File: config.mk
export PLATFORM = sky130hd
export DESIGN_NAME = radix_integer_parser
export DESIGN_NICKNAME = d
export VERILOG_FILES = /design/src/sv/rip_pkg.sv /design/src/sv/rip_front.sv /design/src/sv/rip_queue.sv /design/src/sv/rip_back.sv /design/src/sv/radix_integer_parser.sv
export SDC_FILE = /design/constraint.sdc
export NUM_CORES = 1
export LEC_CHECK = 0
export BUFFER_PORTS_ARGS = -buffer_cell sky130_fd_sc_hd__buf_2
export CAP_MARGIN = 20
export CORE_MARGIN = 5
export CORE_UTILIZATION = 60
export DETAILED_ROUTE_END_ITERATION = 12
export PLACE_DENSITY_LB_ADDON = 0.08
export SYNTH_ARGS = -nofsm -noshare
export SYNTH_HDL_FRONTEND = slang
export SYNTH_SLANG_ARGS = --single-unit
File: constraint.sdc
create_clock -name clock -period 7 [get_ports clock]
set_clock_uncertainty 0.05 [all_clocks]
set_input_delay 0.7 -clock clock [delete_from_list [all_inputs] [get_ports clock]]
set_output_delay 0.7 -clock clock [all_outputs]
set_load 0.02 [all_outputs]
File: src/sv/rip_pkg.sv
// Shared types and constants for the radix integer parser.
package rip_pkg;

   localparam logic [7:0]  CHAR_NUL   = 8'h00;
   localparam logic [7:0]  CHAR_MINUS = 8'h2D;
   localparam logic [7:0]  CHAR_PLUS  = 8'h2B;
   localparam logic [3:0]  HEX_TEN    = 4'hA;
   localparam logic [15:0] COUNT_MAX  = 16'hFFFF;

   localparam logic [4:0]  RADIX_RESET  = 5'd10;
   localparam logic        SIGNED_RESET = 1'b1;

   // Register index of the configuration port, taken from the word address.
   typedef enum logic {
      REG_RADIX  = 1'b0,
      REG_SIGNED = 1'b1
   } reg_index_type;

   typedef enum logic {
      OP_ACC  = 1'b0,
      OP_EMIT = 1'b1
   } op_kind_type;

   typedef struct packed {
      op_kind_type kind;
      logic        clear;
      logic [3:0]  digit;
      logic        negate;
      logic [15:0] count;
   } op_type;

   typedef struct packed {
      logic valid;
      logic [3:0] value;
   } digit_type;

   function automatic digit_type digit_of(input logic [7:0] c);
      digit_type d;
      d.valid = 1'b1;
      d.value = 4'd0;
      if (c >= 8'h61 && c <= 8'h66) begin
         d.value = 4'(c - 8'h61) + HEX_TEN;
      end else if (c >= 8'h41 && c <= 8'h46) begin
         d.value = 4'(c - 8'h41) + HEX_TEN;
      end else if (c >= 8'h30 && c <= 8'h39) begin
         d.value = 4'(c - 8'h30);
      end else begin
         d.valid = 1'b0;
      end
      return d;
   endfunction

endpackage

File: src/sv/rip_front.sv
// Front end: accepts characters, tracks the sign run and count, issues operations.
module rip_front
   import rip_pkg::*;
(
   input  logic        clock,
   input  logic        reset,
   input  logic        req_valid,
   output logic        req_ready,
   input  logic [7:0]  req_char_code,
   input  logic        req_first,
   input  logic [4:0]  radix,
   input  logic        signed_mode,
   input  logic        queue_full,
   output logic        push,
   output op_type      push_op
);

   typedef enum logic [2:0] {
      PH_DONE   = 3'b001,
      PH_SIGNS  = 3'b010,
      PH_DIGITS = 3'b100
   } phase_type;

   phase_type   phase_ff, phase_in;
   logic        negate_ff, negate_in;
   logic [15:0] count_ff, count_in;
   logic        clear_pend_ff, clear_pend_in;

   phase_type   cur_phase;
   logic        cur_negate;
   logic [15:0] cur_count;
   logic [15:0] count_inc;
   logic        cur_clear;
   logic        accept;
   logic        is_sign;
   logic        ends;
   digit_type   dig;

   assign req_ready = !queue_full;
   assign accept    = req_valid && req_ready;

   always_comb begin
      // A start abandons any string in progress and clears the parse state.
      if (req_first) begin
         cur_phase  = signed_mode ? PH_SIGNS : PH_DIGITS;
         cur_negate = 1'b0;
         cur_count  = '0;
      end else begin
         cur_phase  = phase_ff;
         cur_negate = negate_ff;
         cur_count  = count_ff;
      end
      cur_clear = req_first || clear_pend_ff;
      count_inc = (cur_count == COUNT_MAX) ? cur_count : cur_count + 16'd1;
      dig       = digit_of(req_char_code);
      is_sign   = (req_char_code == CHAR_MINUS) || (req_char_code == CHAR_PLUS);
      ends      = (req_char_code == CHAR_NUL) || !dig.valid || ({1'b0, dig.value} >= radix);

      phase_in      = phase_ff;
      negate_in     = negate_ff;
      count_in      = count_ff;
      clear_pend_in = clear_pend_ff;
      push          = 1'b0;
      push_op.kind   = OP_ACC;
      push_op.clear  = cur_clear;
      push_op.digit  = dig.value;
      push_op.negate = cur_negate;
      push_op.count  = cur_count;

      if (accept) begin
         case (cur_phase)
            PH_DONE: begin
               phase_in = PH_DONE;
            end
            PH_SIGNS, PH_DIGITS: begin
               if (cur_phase == PH_SIGNS && is_sign) begin
                  phase_in      = PH_SIGNS;
                  negate_in     = cur_negate ^ (req_char_code == CHAR_MINUS);
                  count_in      = count_inc;
                  clear_pend_in = cur_clear;
               end else if (ends) begin
                  push          = 1'b1;
                  push_op.kind  = OP_EMIT;
                  phase_in      = PH_DONE;
                  negate_in     = cur_negate;
                  count_in      = cur_count;
                  clear_pend_in = 1'b0;
               end else begin
                  push          = 1'b1;
                  phase_in      = PH_DIGITS;
                  negate_in     = cur_negate;
                  count_in      = count_inc;
                  clear_pend_in = 1'b0;
               end
            end
            default: begin
               phase_in = PH_DONE;
            end
         endcase
      end
   end

   always_ff @(posedge clock) begin
      if (reset) begin
         phase_ff      <= PH_DONE;
         negate_ff     <= 1'b0;
         count_ff      <= '0;
         clear_pend_ff <= 1'b1;
      end else begin
         phase_ff      <= phase_in;
         negate_ff     <= negate_in;
         count_ff      <= count_in;
         clear_pend_ff <= clear_pend_in;
      end
   end

endmodule

File: src/sv/rip_queue.sv
// Small operation queue between the front end and the accumulator.
module rip_queue
   import rip_pkg::*;
#(
   parameter int DEPTH = 2
)
(
   input  logic   clock,
   input  logic   reset,
   input  logic   push,
   input  op_type push_op,
   output logic   full,
   input  logic   pop,
   output logic   empty,
   output op_type head_op
);

   localparam int PW = (DEPTH > 1) ? $clog2(DEPTH) : 1;
   localparam int CW = $clog2(DEPTH + 1);
   localparam logic [PW-1:0] LAST = PW'(DEPTH - 1);
   localparam logic [CW-1:0] FULL_COUNT = CW'(DEPTH);

   op_type        entries_ff [DEPTH];
   logic [PW-1:0] wr_ptr_ff, wr_ptr_in;
   logic [PW-1:0] rd_ptr_ff, rd_ptr_in;
   logic [CW-1:0] count_ff, count_in;
   logic          do_push, do_pop;

   assign full    = (count_ff == FULL_COUNT);
   assign empty   = (count_ff == '0);
   assign do_push = push && !full;
   assign do_pop  = pop && !empty;
   assign head_op = entries_ff[rd_ptr_ff];

   always_comb begin
      wr_ptr_in = wr_ptr_ff;
      rd_ptr_in = rd_ptr_ff;
      count_in  = count_ff;
      if (do_push) begin
         wr_ptr_in = (wr_ptr_ff == LAST) ? '0 : wr_ptr_ff + PW'(1);
      end
      if (do_pop) begin
         rd_ptr_in = (rd_ptr_ff == LAST) ? '0 : rd_ptr_ff + PW'(1);
      end
      if (do_push && !do_pop) begin
         count_in = count_ff + CW'(1);
      end else if (do_pop && !do_push) begin
         count_in = count_ff - CW'(1);
      end
   end

   always_ff @(posedge clock) begin
      if (do_push) begin
         entries_ff[wr_ptr_ff] <= push_op;
      end
   end

   always_ff @(posedge clock) begin
      if (reset) begin
         wr_ptr_ff <= '0;
         rd_ptr_ff <= '0;
         count_ff  <= '0;
      end else begin
         wr_ptr_ff <= wr_ptr_in;
         rd_ptr_ff <= rd_ptr_in;
         count_ff  <= count_in;
      end
   end

endmodule

File: src/sv/rip_back.sv
// Back end: multiply-accumulate of digits and the registered result stage.
module rip_back
   import rip_pkg::*;
(
   input  logic        clock,
   input  logic        reset,
   input  logic        op_valid,
   output logic        op_ready,
   input  op_type      op,
   input  logic [4:0]  radix,
   output logic        rsp_valid,
   input  logic        rsp_ready,
   output logic [63:0] rsp_value_bits,
   output logic [15:0] rsp_end_offset
);

   logic [63:0] acc_ff, acc_in;
   logic        out_valid_ff, out_valid_in;
   logic [63:0] out_value_ff, out_value_in;
   logic [15:0] out_count_ff, out_count_in;
   logic [63:0] base;
   logic        take;

   assign base     = op.clear ? '0 : acc_ff;
   assign op_ready = (op.kind == OP_ACC) || !out_valid_ff || rsp_ready;
   assign take     = op_valid && op_ready;

   assign rsp_valid      = out_valid_ff;
   assign rsp_value_bits = out_value_ff;
   assign rsp_end_offset = out_count_ff;

   always_comb begin
      acc_in       = acc_ff;
      out_valid_in = out_valid_ff && !rsp_ready;
      out_value_in = out_value_ff;
      out_count_in = out_count_ff;
      if (take) begin
         case (op.kind)
            OP_ACC: begin
               acc_in = 64'(base * 64'(radix)) + 64'(op.digit);
            end
            OP_EMIT: begin
               acc_in       = base;
               out_valid_in = 1'b1;
               out_value_in = op.negate ? 64'(64'd0 - base) : base;
               out_count_in = op.count;
            end
            default: begin
               acc_in = acc_ff;
            end
         endcase
      end
   end

   always_ff @(posedge clock) begin
      acc_ff       <= acc_in;
      out_value_ff <= out_value_in;
      out_count_ff <= out_count_in;
   end

   always_ff @(posedge clock) begin
      if (reset) begin
         out_valid_ff <= 1'b0;
      end else begin
         out_valid_ff <= out_valid_in;
      end
   end

endmodule

File: src/sv/radix_integer_parser.sv
// Top level of the radix integer parser: configuration registers and the two halves.
//
// Characters enter on the req_ channel, one per transfer, with req_first marking
// the first character of a new string. A string ends at the first character that
// is not a digit below the radix (the NUL terminator included), leading signs in
// signed mode apart; that character produces one transfer on the rsp_ channel with
// the parsed 64-bit value and the count of consumed characters. All other characters
// produce no result. Throughput is one character per cycle while the queue is not
// full: the front end classifies each character in the cycle it is accepted, and
// the accumulator performs one multiply by the radix plus an add per cycle. A result
// goes first into the queue, then into the result register.
// When the receiver stalls, the result register holds its value; digit operations
// keep draining from the queue, and req_ready drops only once QUEUE_DEPTH
// operations are waiting behind a held result.
// Registers: radix at byte address 0 (reset 10), signed_mode at 4 (reset 1).
// Write them only while no string is in flight. Reset empties the queue and the
// result register and leaves the parser waiting for a start.
module radix_integer_parser
   import rip_pkg::*;
#(
   parameter int QUEUE_DEPTH = 2
)
(
   input  logic        clock,
   input  logic        reset,
   input  logic        req_valid,
   output logic        req_ready,
   input  logic [7:0]  req_char_code,
   input  logic        req_first,
   output logic        rsp_valid,
   input  logic        rsp_ready,
   output logic [63:0] rsp_value_bits,
   output logic [15:0] rsp_end_offset,
   input  logic        psel,
   input  logic        penable,
   input  logic        pwrite,
   input  logic [2:0]  paddr,
   input  logic [31:0] pwdata,
   output logic [31:0] prdata,
   output logic        pready
);

   logic [4:0]    radix_ff, radix_in;
   logic          signed_mode_ff, signed_mode_in;
   reg_index_type reg_sel;
   logic          wr_en;

   logic   queue_full, queue_empty;
   logic   push, pop;
   op_type push_op, head_op;
   logic   back_ready;

   assign pready  = 1'b1;
   assign reg_sel = reg_index_type'(paddr[2]);
   assign wr_en   = psel && penable && pwrite;

   always_comb begin
      radix_in       = radix_ff;
      signed_mode_in = signed_mode_ff;
      if (wr_en) begin
         case (reg_sel)
            REG_RADIX:  radix_in       = pwdata[4:0];
            REG_SIGNED: signed_mode_in = pwdata[0];
            default:    radix_in       = radix_ff;
         endcase
      end
   end

   always_comb begin
      case (reg_sel)
         REG_RADIX:  prdata = {27'd0, radix_ff};
         REG_SIGNED: prdata = {31'd0, signed_mode_ff};
         default:    prdata = '0;
      endcase
   end

   always_ff @(posedge clock) begin
      if (reset) begin
         radix_ff       <= RADIX_RESET;
         signed_mode_ff <= SIGNED_RESET;
      end else begin
         radix_ff       <= radix_in;
         signed_mode_ff <= signed_mode_in;
      end
   end

   rip_front u_front (
      .clock         (clock),
      .reset         (reset),
      .req_valid     (req_valid),
      .req_ready     (req_ready),
      .req_char_code (req_char_code),
      .req_first     (req_first),
      .radix         (radix_ff),
      .signed_mode   (signed_mode_ff),
      .queue_full    (queue_full),
      .push          (push),
      .push_op       (push_op)
   );

   rip_queue #(
      .DEPTH (QUEUE_DEPTH)
   ) u_queue (
      .clock   (clock),
      .reset   (reset),
      .push    (push),
      .push_op (push_op),
      .full    (queue_full),
      .pop     (pop),
      .empty   (queue_empty),
      .head_op (head_op)
   );

   assign pop = !queue_empty && back_ready;

   rip_back u_back (
      .clock          (clock),
      .reset          (reset),
      .op_valid       (!queue_empty),
      .op_ready       (back_ready),
      .op             (head_op),
      .radix          (radix_ff),
      .rsp_valid      (rsp_valid),
      .rsp_ready      (rsp_ready),
      .rsp_value_bits (rsp_value_bits),
      .rsp_end_offset (rsp_end_offset)
   );

endmodule

==> metrics <==
Avg WL per Cell=20.1 um; largest family of logic cells by synthesized area=adder cells; DP Cell Count=3047; slowest stage delay, CP=0.55 ns; multi-input combinational cell area=14400 um^2; Min-Delay Path Class=in -> reg; EDFF count, synth=190; met2 Use GR=49.2%; Post-CTS Setup Bufs=0; CTS tree=done; Clock Path Buffers=3; Max Cap Viol=0; WP buf/inv=3; final worst-path cycle share=91.0%; CP max FO=129; Routed Antenna Nets=0; Layout Nets=2938; met1 Resource Use GR=39.8%; initial DRC count=1540; maximum clock frequency=157 MHz; CTS resizes=0; Synth Warn #=0; largest net degree at the start of global routing=130; post-route cell area=24300 um^2; Post-Synthesis Cells=2580; Tot Pwr=7.69 mW; family with the most delay on the worst path=adder cells; vias in the first global route=19000; Clock Sink Count=223; final WL=62400 um; WP data arrival=6.64 ns; cells along the critical path=mux2i_4, buf_12, and3_1, fa_1, fa_1, inv_1, fa_1, inv_1, ha_1, nand2_1, o21ai_0, nor3b_1, a22o_1, a21oi_1, o21ai_1, o21a_1, and4_1, or3_1; CTS Buf Count=27; Netlist Area Pre-Place=22800 um^2; Reg area=6370 um^2; share of cells above drive strength 1=9.39%; HPWL Detailed=44000 um; io pins=166; Yosys reg bits=223; Worst Setup Start Kind=register; Die Span X=205 um; DP Area=23400 um^2; Final Hold Fails=0; first-pass GRT wire length=99600 um; Layout area overhead=6.33%; Layout fillers=3186; initial antenna violation count=1; row count=71; drt pass-1 iters=5; synth top area cells=edfxtp_1 25%, fa_1 16%, and3_1 7.8%; post-synthesis mux area share=1.62%; full die area=42100 um^2; chip height=205 um; peak supply drop=0.217 mV; most used flip-flop cell after synthesis=edfxtp_1; Final setup viols=0; Leak=11.5 nW; CTS H-Tree Depth=1; minimum clock period=6.37 ns; routing usage on met3=4.08%; diode count=0; post-synth top area cell=edfxtp_1; Hold-fix buffers, CTS=0; Max Slew Vio Count=0; via-per-instance ratio=6.14; Starting Density=60.8%; RSZ-0062 raised after global routing=false; Post-Synth Simple-Gate Area=21.0%; GP Congestion=0.970; most used cell, CP=fa_1; CORE AREA=37600 um^2; clock root cell=clkbuf_16; Total GRT Usage=29.4%; WP data required=7.27 ns; GRT busiest layer=met2; XOR/XNOR Fraction of Synth Area=3.30%; Worst setup EP type=register; post-synthesis sequential area ratio=27.9%; Netlist cell types=88; Clock transition at path regs=0.07 ns; IO buf count=108; DRC viols=0; Rel. slew slack=30.1%; Yosys top cell area share=25.0%; setup TNS=0 ns; slowest CP cell=fa_1; Overflow after GRT=0; worst skew pair latency=0.58 ns; post-synthesis async set-or-reset flop share=0%; adder and majority gate portion of the synthesized area=23.5%; pwr dens=317 nW/um^2; Mapped Avg Cell Area=8.85 um^2; Tightest Pin Transition=1.05 ns; WS Path Type=reg -> reg; detailed-route via count=19000; Finished Layout Cells=3098; outcome=finished clean; post-synthesis compound-gate area fraction=13.1%
[layout make-up]
type / count / area share (%)
multi-input cells: 1867 / 59.4
clock buffers: 27 / 2.78
clock inverters: 22 / 0.722
repair buffers: 143 / 3.51
inverters: 305 / 4.72
well taps: 511 / 2.63
flip-flops and latches: 223 / 26.2
[path summary, 6_finish.rpt]
check	from	cells after the start	slack, ns	to
max reg2reg	register	18	0.63	u_back.acc_ff[56]$_DFFE_PP_
max	register	18	0.63	u_back.acc_ff[56]$_DFFE_PP_
min	pwdata[1]	2	0.27	radix_ff[1]$_SDFFE_PP1P_
min reg2reg	u_front.negate_ff$_SDFFE_PP0P_	2	0.44	u_front.negate_ff$_SDFFE_PP0P_
[synthesized netlist by cell type, types with 22 or more instances]
| cell type | count |
|---|---|
| a21oi_1 | 134 |
| nand3_1 | 64 |
| xnor2_1 | 55 |
| nand2_1 | 204 |
| and3_1 | 284 |
| nor3_1 | 46 |
| and2_1 | 22 |
| buf_4 | 28 |
| ha_1 | 138 |
| fa_1 | 182 |
| edfxtp_1 | 190 |
| inv_1 | 302 |
| mux2_2 | 23 |
| nor2b_1 | 24 |
| nand4_1 | 23 |
| a21o_1 | 37 |
| o21ai_0 | 135 |
| clkbuf_1 | 156 |
| dfxtp_1 | 33 |
| nor2_1 | 161 |
| xor2_1 | 31 |
[sequential cells by signal, indices dropped and copies added, names as in the netlist, named ones only]
register	count
radix_ff	5
signed_mode_ff	1
u_front.negate_ff	1
u_back.rsp_end_offset	16
u_queue.entries_ff	46
u_front.phase_ff	3
u_queue.count_ff	2
u_queue.wr_ptr_ff	1
u_back.acc_ff	64
u_back.rsp_value_bits	64
u_queue.rd_ptr_ff	1
u_front.clear_pend_ff	1
u_front.count_ff	16
u_back.rsp_valid	1
[worst reg2reg max path, stage by stage (launching register included)]
cell and delay, ns:
dfxtp_1 0.39, mux2i_4 0.46, buf_12 0.40, and3_1 0.34, fa_1 0.48, fa_1 0.55, inv_1 0.06, fa_1 0.55
inv_1 0.06, ha_1 0.40, nand2_1 0.10, o21ai_0 0.27, nor3b_1 0.10, a22o_1 0.20, a21oi_1 0.52, o21ai_1 0.32
o21a_1 0.37, and4_1 0.23, or3_1 0.29
[cell usage in the layout (no fill, tap or decap), drive strengths merged, types with 13 or more instances in the layout]
| cell type | instances |
|---|---|
| or3 | 22 |
| xor2 | 31 |
| nor3 | 46 |
| a21oi | 136 |
| nor4 | 13 |
| nor2b | 24 |
| dfxtp | 33 |
| mux2 | 23 |
| nand4 | 23 |
| and3 | 289 |
| a31oi | 13 |
| nor2 | 161 |
| o21a | 13 |
| o22ai | 19 |
| o21bai | 18 |
| edfxtp | 190 |
| buf | 143 |
| clkinv | 14 |
| and2 | 23 |
| conb | 28 |
| nand3 | 64 |
| inv | 308 |
| o211ai | 15 |
| xnor2 | 55 |
| fa | 182 |
| ha | 138 |
| o21ai | 145 |
| nand2b | 13 |
| a21o | 37 |
| clkbuf | 27 |
| nand2 | 205 |
[routing by layer]
metal	wire, um	part of all wire (%)	up-vias
met5	13	0.021	-
met4	1920	3.1	2
met3	4810	7.7	130
met2	29700	48	754
met1	25900	42	9323
li1	-	-	8803
[stage by stage]
stage	util (%)	hold WS (ns)	setup WS, ns
floorplan	-	0.403	0.980
global placement	62.2	0.421	0.899
detailed placement	62.2	0.433	0.799
CTS	64.5	0.249	0.761
global route	64.6	0.280	0.306
finish	64.6	0.270	0.631
[where the power goes]
group | switching [mW] | internal, mW | total [mW] | leakage (nW)
logic | 2.34 | 1.29 | 3.63 | 8.99
clock network | 0.628 | 0.753 | 1.38 | 0.406
registers | 0.646 | 2.03 | 2.68 | 2.08
total | 3.62 | 4.07 | 7.69 | 11.5
[cell families (layout without fill, tap and decap cells)]
kind of cell / Yosys count / after routing
AOI/OAI and AO/OA: 482 / 482
xor gates and xnor gates: 86 / 86
adders and majority gates: 320 / 320
buffers and inverters: 516 / 497
DFF: 223 / 223
muxes: 34 / 34
other: 2 / 28
and+or+nand+nor: 917 / 917
No activity file was read; power rests on OpenSTA's default activity.
